`config.mk`:
```
export PLATFORM = sky130hd
export DESIGN_NAME = sync_header_frame_deframer
export DESIGN_NICKNAME = d
export VERILOG_FILES = /design/src/rtl/core/shfd_pkg.sv /design/src/rtl/core/shfd_ctrl.sv /design/src/rtl/core/shfd_datapath.sv /design/src/rtl/core/sync_header_frame_deframer.sv
export VERILOG_INCLUDE_DIRS = /design/src /design/src/rtl/core
export SDC_FILE = /design/constraint.sdc
export NUM_CORES = 1
export LEC_CHECK = 0
export BUFFER_PORTS_ARGS = -buffer_cell sky130_fd_sc_hd__buf_2
export CORE_MARGIN = 5
export CORE_UTILIZATION = 45
export DETAILED_ROUTE_END_ITERATION = 7
export PLACE_DENSITY = 0.69
export SLEW_MARGIN = 5
export SYNTH_ARGS = -nofsm -noshare
export SYNTH_HDL_FRONTEND = slang
export SYNTH_SLANG_ARGS = --single-unit
export TNS_END_PERCENT = 100
```
`constraint.sdc`:
```
create_clock -name clk -period 3.7 [get_ports clk]
set_clock_uncertainty 0.15 [all_clocks]
set_input_delay 0.37 -clock clk [delete_from_list [all_inputs] [get_ports clk]]
set_output_delay 0.37 -clock clk [all_outputs]
set_load 0.05 [all_outputs]
```
`src/rtl/core/sync_header_frame_deframer_assert.svh`:
```
// ----------------------------------------------------------------------------
// sync_header_frame_deframer assertion macros
// shared property templates, clocked on clk with reset rst_n
// ----------------------------------------------------------------------------
`ifndef SYNC_HEADER_FRAME_DEFRAMER_ASSERT_SVH
`define SYNC_HEADER_FRAME_DEFRAMER_ASSERT_SVH

// same-cycle implication
`define SHFD_ASSERT_IMPLY(label, ante, cons) \
    label: assert property (@(posedge clk) disable iff (!rst_n) (ante) |-> (cons)) \
        else $error("deframer check failed");

// next-cycle implication
`define SHFD_ASSERT_NEXT(label, ante, cons) \
    label: assert property (@(posedge clk) disable iff (!rst_n) (ante) |=> (cons)) \
        else $error("deframer check failed");

`endif

```
`src/rtl/core/shfd_pkg.sv`:
```
// ----------------------------------------------------------------------------
// shfd_pkg
// types and constants shared by the frame deframer controller and datapath
// ----------------------------------------------------------------------------
package shfd_pkg;

    localparam int MAX_PAYLOAD = 16;
    localparam int ADDR_W      = $clog2(MAX_PAYLOAD);
    localparam int LEN_W       = $clog2(MAX_PAYLOAD + 1);
    localparam int POS_W       = 4;
    localparam int CNT_W       = 16;

    localparam logic [7:0]       HDR_FIRST  = 8'hAA;
    localparam logic [7:0]       HDR_SECOND = 8'h55;
    localparam logic [CNT_W-1:0] CNT_MAX    = {CNT_W{1'b1}};

    typedef enum logic [2:0] {
        ST_HDR1,
        ST_HDR2,
        ST_CMD,
        ST_LEN,
        ST_PAY,
        ST_SUM,
        ST_REPLAY
    } state_t;

    typedef enum logic [1:0] {
        EV_OK  = 2'd0,
        EV_SUM = 2'd1,
        EV_HDR = 2'd2,
        EV_LEN = 2'd3
    } event_t;

    typedef enum logic [2:0] {
        OUT_HDR,
        OUT_LEN,
        OUT_SUMERR,
        OUT_EMPTY,
        OUT_PAYLOAD
    } out_sel_t;

    typedef struct packed {
        logic     cap_command;
        logic     cap_length;
        logic     clr_length;
        logic     wr_payload;
        logic     rd_first;
        logic     rd_step;
        logic     out_load;
        out_sel_t out_sel;
        logic     inc_framing;
        logic     inc_sum;
    } ctl_cmd_t;

    typedef struct packed {
        logic out_free;
        logic is_hdr1;
        logic is_hdr2;
        logic len_over;
        logic len_zero;
        logic held_len_zero;
        logic sum_match;
        logic fill_done;
        logic replay_done;
    } dp_status_t;

endpackage

```
`src/rtl/core/shfd_ctrl.sv`:
```
// ----------------------------------------------------------------------------
// shfd_ctrl
// frame parse state machine, issues datapath commands per accepted byte and per replay beat
// ----------------------------------------------------------------------------
module shfd_ctrl (
    input  logic                   clk,
    input  logic                   rst_n,
    input  logic                   in_valid,
    output logic                   in_ready,
    input  shfd_pkg::dp_status_t   status,
    output shfd_pkg::ctl_cmd_t     cmd
);
    import shfd_pkg::*;

    state_t state_reg;
    state_t state_next;
    logic   accept;

    always_ff @(posedge clk or negedge rst_n)
    begin
        if (!rst_n)
        begin
            state_reg <= ST_HDR1;
        end
        else
        begin
            state_reg <= state_next;
        end
    end

    always_comb
    begin
        in_ready   = (state_reg != ST_REPLAY) && status.out_free;
        accept     = in_valid && in_ready;
        state_next = state_reg;
        cmd        = '0;
        cmd.out_sel = OUT_HDR;
        case (state_reg)
            ST_HDR1:
            begin
                if (accept && status.is_hdr1)
                begin
                    state_next = ST_HDR2;
                end
            end
            ST_HDR2:
            begin
                if (accept)
                begin
                    if (status.is_hdr2)
                    begin
                        state_next = ST_CMD;
                    end
                    else
                    begin
                        // any other byte is a framing error; a repeated first header keeps waiting for the second
                        cmd.inc_framing = 1'b1;
                        cmd.out_load    = 1'b1;
                        cmd.out_sel     = OUT_HDR;
                        state_next      = status.is_hdr1 ? ST_HDR2 : ST_HDR1;
                    end
                end
            end
            ST_CMD:
            begin
                if (accept)
                begin
                    cmd.cap_command = 1'b1;
                    state_next      = ST_LEN;
                end
            end
            ST_LEN:
            begin
                if (accept)
                begin
                    if (status.len_over)
                    begin
                        cmd.clr_length  = 1'b1;
                        cmd.inc_framing = 1'b1;
                        cmd.out_load    = 1'b1;
                        cmd.out_sel     = OUT_LEN;
                        state_next      = ST_HDR1;
                    end
                    else
                    begin
                        cmd.cap_length = 1'b1;
                        state_next     = status.len_zero ? ST_SUM : ST_PAY;
                    end
                end
            end
            ST_PAY:
            begin
                if (accept)
                begin
                    cmd.wr_payload = 1'b1;
                    if (status.fill_done)
                    begin
                        state_next = ST_SUM;
                    end
                end
            end
            ST_SUM:
            begin
                if (accept)
                begin
                    if (!status.sum_match)
                    begin
                        cmd.inc_sum  = 1'b1;
                        cmd.out_load = 1'b1;
                        cmd.out_sel  = OUT_SUMERR;
                        state_next   = ST_HDR1;
                    end
                    else if (status.held_len_zero)
                    begin
                        cmd.out_load = 1'b1;
                        cmd.out_sel  = OUT_EMPTY;
                        state_next   = ST_HDR1;
                    end
                    else
                    begin
                        cmd.rd_first = 1'b1;
                        state_next   = ST_REPLAY;
                    end
                end
            end
            ST_REPLAY:
            begin
                if (status.out_free)
                begin
                    cmd.out_load = 1'b1;
                    cmd.out_sel  = OUT_PAYLOAD;
                    cmd.rd_step  = 1'b1;
                    if (status.replay_done)
                    begin
                        state_next = ST_HDR1;
                    end
                end
            end
            default:
            begin
                state_next = ST_HDR1;
            end
        endcase
    end

endmodule

```
`src/rtl/core/shfd_datapath.sv`:
```
// ----------------------------------------------------------------------------
// shfd_datapath
// frame fields, running checksum, payload memory, error counters, output register
// ----------------------------------------------------------------------------
module shfd_datapath (
    input  logic                              clk,
    input  logic                              rst_n,
    input  logic [7:0]                        rx_byte,
    input  shfd_pkg::ctl_cmd_t                cmd,
    output shfd_pkg::dp_status_t              status,
    output logic                              out_valid,
    input  logic                              out_ready,
    output logic [1:0]                        event_res,
    output logic [7:0]                        command,
    output logic [shfd_pkg::LEN_W-1:0]        length,
    output logic [shfd_pkg::POS_W-1:0]        position,
    output logic [7:0]                        data,
    output logic                              last,
    output logic [shfd_pkg::CNT_W-1:0]        framing_error_total,
    output logic [shfd_pkg::CNT_W-1:0]        sum_error_total
);
    import shfd_pkg::*;

    logic [7:0]        payload_mem [MAX_PAYLOAD];
    logic [7:0]        rd_data_reg;
    logic [7:0]        held_cmd_reg;
    logic [LEN_W-1:0]  held_len_reg;
    logic [LEN_W-1:0]  fill_reg;
    logic [POS_W-1:0]  idx_reg;
    logic [POS_W-1:0]  idx_next;
    logic [7:0]        sum_reg;
    logic [CNT_W-1:0]  framing_reg;
    logic [CNT_W-1:0]  framing_next;
    logic [CNT_W-1:0]  sumerr_reg;
    logic [CNT_W-1:0]  sumerr_next;
    logic              out_valid_reg;

    logic [1:0]        ev_reg;
    logic [7:0]        ocmd_reg;
    logic [LEN_W-1:0]  olen_reg;
    logic [POS_W-1:0]  opos_reg;
    logic [7:0]        odata_reg;
    logic              olast_reg;
    logic [CNT_W-1:0]  ofram_reg;
    logic [CNT_W-1:0]  osum_reg;

    assign idx_next     = idx_reg + POS_W'(1);
    assign framing_next = (cmd.inc_framing && framing_reg != CNT_MAX)
                          ? framing_reg + CNT_W'(1) : framing_reg;
    assign sumerr_next  = (cmd.inc_sum && sumerr_reg != CNT_MAX)
                          ? sumerr_reg + CNT_W'(1) : sumerr_reg;

    always_comb
    begin
        status.out_free      = !out_valid_reg || out_ready;
        status.is_hdr1       = (rx_byte == HDR_FIRST);
        status.is_hdr2       = (rx_byte == HDR_SECOND);
        status.len_over      = (rx_byte > 8'(MAX_PAYLOAD));
        status.len_zero      = (rx_byte == 8'd0);
        status.held_len_zero = (held_len_reg == '0);
        status.sum_match     = (rx_byte == sum_reg);
        status.fill_done     = ({1'b0, fill_reg} + (LEN_W+1)'(1)) >= {1'b0, held_len_reg};
        status.replay_done   = ({{(LEN_W-POS_W){1'b0}}, idx_reg} + LEN_W'(1)) == held_len_reg;
    end

    // payload store, written while filling, read one entry ahead of replay
    always_ff @(posedge clk)
    begin
        if (cmd.wr_payload)
        begin
            payload_mem[fill_reg[ADDR_W-1:0]] <= rx_byte;
        end
        if (cmd.rd_first)
        begin
            rd_data_reg <= payload_mem[0];
        end
        else if (cmd.rd_step)
        begin
            rd_data_reg <= payload_mem[idx_next[ADDR_W-1:0]];
        end
    end

    always_ff @(posedge clk or negedge rst_n)
    begin
        if (!rst_n)
        begin
            held_cmd_reg  <= '0;
            held_len_reg  <= '0;
            fill_reg      <= '0;
            idx_reg       <= '0;
            sum_reg       <= '0;
            framing_reg   <= '0;
            sumerr_reg    <= '0;
            out_valid_reg <= 1'b0;
        end
        else
        begin
            framing_reg <= framing_next;
            sumerr_reg  <= sumerr_next;
            if (cmd.cap_command)
            begin
                held_cmd_reg <= rx_byte;
                sum_reg      <= rx_byte;
            end
            if (cmd.cap_length)
            begin
                held_len_reg <= rx_byte[LEN_W-1:0];
                sum_reg      <= 8'(sum_reg + rx_byte);
                fill_reg     <= '0;
            end
            if (cmd.clr_length)
            begin
                held_len_reg <= '0;
                fill_reg     <= '0;
            end
            if (cmd.wr_payload)
            begin
                sum_reg  <= 8'(sum_reg + rx_byte);
                fill_reg <= fill_reg + LEN_W'(1);
            end
            if (cmd.rd_first)
            begin
                idx_reg <= '0;
            end
            else if (cmd.rd_step)
            begin
                idx_reg <= idx_next;
            end
            if (cmd.out_load)
            begin
                out_valid_reg <= 1'b1;
            end
            else if (out_ready)
            begin
                out_valid_reg <= 1'b0;
            end
        end
    end

    // output beat register
    always_ff @(posedge clk)
    begin
        if (cmd.out_load)
        begin
            ofram_reg <= framing_next;
            osum_reg  <= sumerr_next;
            opos_reg  <= '0;
            odata_reg <= '0;
            olast_reg <= 1'b1;
            case (cmd.out_sel)
                OUT_HDR:
                begin
                    ev_reg   <= EV_HDR;
                    ocmd_reg <= '0;
                    olen_reg <= '0;
                end
                OUT_LEN:
                begin
                    ev_reg   <= EV_LEN;
                    ocmd_reg <= held_cmd_reg;
                    olen_reg <= '0;
                end
                OUT_SUMERR:
                begin
                    ev_reg   <= EV_SUM;
                    ocmd_reg <= held_cmd_reg;
                    olen_reg <= held_len_reg;
                end
                OUT_EMPTY:
                begin
                    ev_reg   <= EV_OK;
                    ocmd_reg <= held_cmd_reg;
                    olen_reg <= '0;
                end
                OUT_PAYLOAD:
                begin
                    ev_reg    <= EV_OK;
                    ocmd_reg  <= held_cmd_reg;
                    olen_reg  <= held_len_reg;
                    opos_reg  <= idx_reg;
                    odata_reg <= rd_data_reg;
                    olast_reg <= status.replay_done;
                end
                default:
                begin
                    ev_reg   <= EV_OK;
                    ocmd_reg <= '0;
                    olen_reg <= '0;
                end
            endcase
        end
    end

    assign out_valid           = out_valid_reg;
    assign event_res           = ev_reg;
    assign command             = ocmd_reg;
    assign length              = olen_reg;
    assign position            = opos_reg;
    assign data                = odata_reg;
    assign last                = olast_reg;
    assign framing_error_total = ofram_reg;
    assign sum_error_total     = osum_reg;

endmodule

```
`src/rtl/core/sync_header_frame_deframer.sv`:
```
// ----------------------------------------------------------------------------
// sync_header_frame_deframer
// byte-serial parser for 0xAA 0x55 / command / length / payload / checksum frames
// ----------------------------------------------------------------------------
//
//  channel   handshake              payload
//  -------   --------------------   ---------------------------------------------
//  input     in_valid / in_ready    rx_byte
//  output    out_valid / out_ready  event_res command length position data last
//                                   framing_error_total sum_error_total
//
//  one received byte is taken per cycle while parsing and the output register is free
//  a good checksum replays the stored payload from the payload memory, one beat
//  per cycle while the sink takes beats (its one read port)
//  reset clears the parse state, held fields and both error counters
//  a stalled output beat holds the input until the output register frees up
//
module sync_header_frame_deframer (
    input  logic                              clk,
    input  logic                              rst_n,
    input  logic                              in_valid,
    output logic                              in_ready,
    input  logic [7:0]                        rx_byte,
    output logic                              out_valid,
    input  logic                              out_ready,
    output logic [1:0]                        event_res,
    output logic [7:0]                        command,
    output logic [shfd_pkg::LEN_W-1:0]        length,
    output logic [shfd_pkg::POS_W-1:0]        position,
    output logic [7:0]                        data,
    output logic                              last,
    output logic [shfd_pkg::CNT_W-1:0]        framing_error_total,
    output logic [shfd_pkg::CNT_W-1:0]        sum_error_total
);
    import shfd_pkg::*;

    `include "sync_header_frame_deframer_assert.svh"

    ctl_cmd_t   cmd;
    dp_status_t status;

    // parse controller: header hunt, field capture, replay sequencing
    shfd_ctrl u_ctrl (
        .clk      (clk),
        .rst_n    (rst_n),
        .in_valid (in_valid),
        .in_ready (in_ready),
        .status   (status),
        .cmd      (cmd)
    );

    // datapath: running checksum, payload memory, counters, output beat register
    shfd_datapath u_datapath (
        .clk                 (clk),
        .rst_n               (rst_n),
        .rx_byte             (rx_byte),
        .cmd                 (cmd),
        .status              (status),
        .out_valid           (out_valid),
        .out_ready           (out_ready),
        .event_res           (event_res),
        .command             (command),
        .length              (length),
        .position            (position),
        .data                (data),
        .last                (last),
        .framing_error_total (framing_error_total),
        .sum_error_total     (sum_error_total)
    );

    // a waiting beat is never overwritten
    `SHFD_ASSERT_IMPLY(a_no_overwrite, out_valid && !out_ready, !cmd.out_load)
    // every counted error reports an event beat
    `SHFD_ASSERT_IMPLY(a_err_reports, cmd.inc_framing || cmd.inc_sum, cmd.out_load)
    // replay runs without gaps while the sink takes beats
    `SHFD_ASSERT_NEXT(a_replay_steady, out_valid && out_ready && !last, out_valid)

endmodule
```
### After elaboration in Yosys (flattened, before gate mapping)

Memories as Yosys holds them, arrays and structs flattened.
Index checks and enable logic that the tools add are counted.

| word-level totals | value |
|---|---|
| register bits after elaboration | 134 |
| memory bits (writable) | 128 |
| bits of input ports | 12 |
| output and inout port bits | 62 |
| logic and storage cells | 133 |
| memories kept | 1 |

Memories:

| name | words | bits a word | rd ports | clocked after memory_dff | write ports | RTL line | RTL |
|---|---|---|---|---|---|---|---|
| u_datapath.payload_mem | 16 | 8 | 2 | 0 | 1 | shfd_datapath.sv:24 | `logic [7:0] payload_mem [MAX_PAYLOAD];` |

| operators by class | value |
|---|---|
| add/subtract/negate cells | 7 |
| order comparisons | 2 |
| eq/ne operators | 26 |
| multiplexer cells | 60 |
| reductions and logical operators | 19 |

Operators with widths:

| kind | count |
|---|---|
| two-way mux 5 bit | 10 |
| two-way mux 8 bit | 5 |
| two-way mux 3 bit | 13 |
| adder 16 x 1 -> 16 bit (second input constant) | 2 |
| two-way mux 16 bit | 2 |
| != test 16 bit (second input constant) | 2 |
| case mux 3 bit (7 select lines) | 1 |
| two-way mux 4 bit | 5 |
| two-way mux 1 bit | 19 |
| case mux 4 bit (4 select lines) | 1 |
| != test 2 x 1 -> 1 bit (second input constant) | 7 |
| == test 3 x 2 -> 1 bit (second input constant) | 4 |
| == test 3 bit (second input constant) | 4 |
| AND reduction 9 bit | 1 |
| adder 8 bit | 1 |
| == test 8 x 7 -> 1 bit (second input constant) | 1 |
| == test 8 bit | 1 |
| == test 8 bit (second input constant) | 1 |
| greater-than comparator 8 x 5 -> 1 bit (second input constant) | 1 |
| logical NOT 8 bit | 1 |
| adder 5 x 1 -> 6 bit (second input constant) | 1 |
| == test 3 x 1 -> 1 bit (second input constant) | 2 |
| >= comparator 6 x 5 -> 1 bit | 1 |
| logical NOT 3 bit | 2 |
| 17 further kinds | 26 |

### Longest topological paths before layout

| depth | value |
|---|---|
| depth in word-level cells | 9 |
| mapped depth | 8 |
| gate-level depth less buffers | 8 |

### By module

A second synthesis with hierarchy kept.

| second synthesis, totals | value |
|---|---|
| cells, all modules | 755 |
| area total of the unflattened synthesis | 11,250.8 um^2 |

By module, submodules not included:

| module | times used | cells an instance | area an instance (um^2) | sequential area each (um^2) |
|---|---|---|---|---|
| shfd_datapath | 1 | 713 | 10,899.2 | 7,462.2 |
| shfd_ctrl | 1 | 42 | 351.6 | 75.1 |

### Worst setup path after synthesis

No wires, ideal clock.

| path | value |
|---|---|
| path type | flip-flop to flip-flop |
| from | register u_datapath.out_valid_reg (netlist: u_datapath.out_valid) |
| to | register u_datapath.ocmd_reg[0] (netlist: u_datapath.command[0]), enable pin |
| library setup time | 0.421 ns |
| arrival time | 2.832 ns |
| data required time | 3.129 ns |
| path slack | 0.297 ns |
| cell stages (with the launch flop) | 6 |
| buffers on the path | 2 |
| clock period less this slack | 3.403 ns |
| cell sequence | dfrtp_1 nand2b_1 clkbuf_1 and3_1 clkbuf_1 or3_1 |

RTL lines:

| element | RTL line | RTL |
|---|---|---|
| from (decl) | shfd_datapath.sv:36 | `logic out_valid_reg;` |
| from (signal assigned) | shfd_datapath.sv:94 | `out_valid_reg <= 1'b0;` |
| from (signal assigned) | shfd_datapath.sv:131 | `out_valid_reg <= 1'b1;` |
| from (signal assigned) | shfd_datapath.sv:135 | `out_valid_reg <= 1'b0;` |
| to (signal assigned) | shfd_datapath.sv:160 | `ocmd_reg <= held_cmd_reg;` |
| to (signal assigned) | shfd_datapath.sv:166 | `ocmd_reg <= held_cmd_reg;` |
| to (signal assigned) | shfd_datapath.sv:172 | `ocmd_reg <= held_cmd_reg;` |
| to (decl) | shfd_datapath.sv:39 | `logic [7:0] ocmd_reg;` |

==> metrics.txt <==
status=finished, final reports clean; average wire per cell in the routed design=19.6 um; post-synthesis simple-gate area fraction=10.6%; # Post-CTS Setup Buffers=0; Starting DRT DRC Count=676; power share of the combinational group=24.1%; max-slew violations=0; placed standard-cell area=12300 um^2; Post-synth EDFFs=196; Post-Synthesis Net Count=776; Post-Synth Adder-Cell Area=2.26%; count of mapped cells out of synthesis=744; cell taking the most area after synthesis=sky130_fd_sc_hd__edfxtp_1; maximum capacitance violations=0; internal power consumption=0.00577 W; I/O pin count=74; leakage power=4.85 nW; layout cells sized above 1=21.9%; share of synthesized flip-flops with an asynchronous set or reset=25.2%; class of the most critical setup path=reg2reg; reported net switching power=0.00260 W; total via count in the routed design=6605; Fmax achieved=341 MHz; predominant post-synthesis flop cell=sky130_fd_sc_hd__edfxtp_1; initial antenna violation count=0; number of inserted diodes=0; Post-Layout Inst Area=13200 um^2; RSZ-0062 raised after global routing=false; Final Net Count=887; endpoints failing setup=0; floorplan row count=58; total die area=28600 um^2; GP Congestion=0.842; Area contributors post-synth=sky130_fd_sc_hd__edfxtp_1 (52%), sky130_fd_sc_hd__dfrtp_1 (14%), sky130_fd_sc_hd__mux4_1 (6.4%); critical path data arrival time=2930 ps; type of the worst min-delay path=in2reg; overall power of the completed layout=0.00837 W; Max Buffers Root-to-Sink=3; part of the power in the clock network=31.2%; startpoint type of the worst setup path=flop; mean cell area of the mapped netlist=15.3 um^2; Port-buffer cells=73; Largest register FFs=128; main combinational cell family by area after synthesis=multiplexers; compound-gate portion of the synthesized area=4.43%; Layout area overhead=15.3%; Yosys warning count=0; TritonCTS clock tree=done; drt pass-1 iters=5; post-detailed-route count of antenna-violating nets=0; mux share of post-synthesis cell area=11.1%; final HPWL from detailed placement=15900 um; wire length of the first global-routing pass=36900 um; vertical extent of the die=169 um; floorplan die width=169 um; top fanout value on the critical path=38; number of remaining DRC errors=0; effective utilization at floorplan=45.5%; number of H-tree levels=1; share of the synthesized area in the top cell type=51.6%; proportion of power drawn by flip-flops and latches=44.7%; final worst path period need=2930 ps; clock sink count=262; TritonCTS Buffers=27; Seq/Total Area, Yosys=66.0%; maximum resistive drop on vdd=0.365 mV; grt total ovfl=0; final non-filler cell total=1206; aggregate negative setup slack=0 ps; post-CTS clock slew at the launch and capture registers of the worst setup and hold paths=60 ps; actual transition at the worst max-transition pin=865 ps; Switching Share=31.1%; largest net degree at the start of global routing=67; Post-Route WL=23600 um; xor/xnor cell area share of the yosys netlist=3.22%; synthesis-stage register bit count=262; Final Hold Violating Endpoints=0; Power Dens Cells=636 nW/um^2; Final Cycle Share=79.2%; vias in the first global route=6443; Clk Latency, worst-skew pair=530 ps; data required time at the worst endpoint=3710 ps; worst slew margin relative to its limit=42.3%; netlist area before placement=11400 um^2; clk root buf=sky130_fd_sc_hd__clkbuf_16; crit end category=flop; floorplan core area=25100 um^2; post-placement cell count=1155; distinct cell type count after synthesis=68; combined global-route utilization of all metal layers=16.3%; via density per instance=5.48; final core utilization=52.4%
## cell usage after synthesis, types with 5 or more instances
| library cell | n |
|---|---|
| sky130_fd_sc_hd__o21ai_0 | 25 |
| sky130_fd_sc_hd__clkbuf_1 | 16 |
| sky130_fd_sc_hd__nand4_1 | 9 |
| sky130_fd_sc_hd__nand2_1 | 50 |
| sky130_fd_sc_hd__dfrtp_1 | 66 |
| sky130_fd_sc_hd__and4_1 | 5 |
| sky130_fd_sc_hd__mux4_1 | 28 |
| sky130_fd_sc_hd__ha_1 | 19 |
| sky130_fd_sc_hd__or3_1 | 5 |
| sky130_fd_sc_hd__nor2b_1 | 12 |
| sky130_fd_sc_hd__mux2_2 | 17 |
| sky130_fd_sc_hd__xnor2_1 | 35 |
| sky130_fd_sc_hd__nand2b_1 | 8 |
| sky130_fd_sc_hd__buf_2 | 5 |
| sky130_fd_sc_hd__nor4_1 | 8 |
| sky130_fd_sc_hd__mux4_2 | 12 |
| sky130_fd_sc_hd__edfxtp_1 | 196 |
| sky130_fd_sc_hd__inv_1 | 16 |
| sky130_fd_sc_hd__a21oi_1 | 21 |
| sky130_fd_sc_hd__mux2i_1 | 7 |
| sky130_fd_sc_hd__xor2_1 | 7 |
| sky130_fd_sc_hd__and3_1 | 8 |
| sky130_fd_sc_hd__nand3_1 | 43 |
| sky130_fd_sc_hd__nor3_1 | 13 |
| sky130_fd_sc_hd__and2_1 | 13 |
| sky130_fd_sc_hd__nor2_1 | 37 |
## metrics by stage
step           setup slack (ps)  hold WS [ps]
6_report                    770          22.8
5_1_grt                     605          19.9
4_1_cts                     784          12.1
3_5_place_dp                542           321
3_3_place_gp                614           313
2_1_floorplan               297         -75.6
## cell families (layout without fill, tap and decap cells)
kind of cell | Yosys count | after routing
AO/OA/AOI/OAI | 80 | 80
XOR/XNOR | 42 | 42
adder cells (fa/ha/maj) | 20 | 20
buffers and inverters | 48 | 180
flip-flops | 262 | 262
multiplexers | 64 | 64
AND/OR/NAND/NOR | 228 | 228
## area by class of cell
| class | instances | area [um^2] |
|---|---|---|
| multi-input combinational | 434 | 3610 |
| fill | 2086 | 12000 |
| inverter | 16 | 60.1 |
| timing repair buffer | 114 | 676 |
| clock buffer | 35 | 716 |
| tap | 330 | 413 |
| clock inverter | 15 | 141 |
| sequential | 262 | 7540 |
## power groups by stage
stage / registers [W] / logic (W) / clock network [W]
after floorplan: 0.00413 / 0.00117 / 0
after global placement: 0.00379 / 0.00199 / 0
after detailed placement: 0.00380 / 0.00202 / 0
after CTS: 0.00374 / 0.00203 / 0.00266
after global routing: 0.00378 / 0.00218 / 0.00280
final: 0.00374 / 0.00202 / 0.00261
## per-layer routing
layer | vias up | global-route usage [%] | share of wire, %
met1 | 3282 | 22.8 | 43
met5 | - | 0 | 0
met3 | 25 | 3.61 | 6.8
met2 | 204 | 26.7 | 48
met4 | 0 | 3.22 | 1.4
li1 | 3094 | - | -
## what timing repair did
item,4_1_cts,5_1_grt
hold endpoints to repair,66,0
gates resized for setup,0,0
hold buffers,1,0
## worst max-delay path: stages, from the launching register on
cell,delay [ps]
sky130_fd_sc_hd__dfrtp_1,640
sky130_fd_sc_hd__nor2b_1,460
sky130_fd_sc_hd__and3_1,620
sky130_fd_sc_hd__or3_2,240
sky130_fd_sc_hd__buf_4,430
## layout by cell type, fill, tap and decap left out, drive strengths merged, types with 6 or more instances in the layout
cell type / netlist / layout
nand3: 43 / 43
inv: 16 / 18
and2: 13 / 13
and3: 8 / 8
mux2i: 7 / 7
nand2: 50 / 50
buf: 12 / 113
nor2: 37 / 37
clkbuf: 18 / 35
dfrtp: 66 / 66
mux4: 40 / 40
xor2: 7 / 7
nor2b: 12 / 12
nand4: 9 / 9
clkinv: 0 / 6
ha: 19 / 19
mux2: 17 / 17
nand2b: 8 / 8
edfxtp: 196 / 196
nor4: 10 / 10
xnor2: 35 / 35
o21ai: 26 / 26
a21oi: 22 / 22
nor3: 15 / 15
## worst paths after layout
check | cells past startpoint | slack, ps | from | to
hold reg to reg | 2 | 340 | u_datapath.held_cmd_reg[7] | u_datapath.held_cmd_reg[7]
setup / recovery | 4 | 770 | u_ctrl.state_reg[2] | u_datapath.framing_error_total[3]
setup reg to reg | 4 | 770 | u_ctrl.state_reg[2] | u_datapath.framing_error_total[3]
min in group asynchronous | 3 | 420 | rst_n | u_datapath.framing_reg[12]
hold / removal | 1 | 20 | rx_byte[6] | u_datapath.payload_mem[7][6]
max in group asynchronous | 3 | 2370 | rst_n | u_datapath.idx_reg[0]
Power figures use the tool's default switching activity.
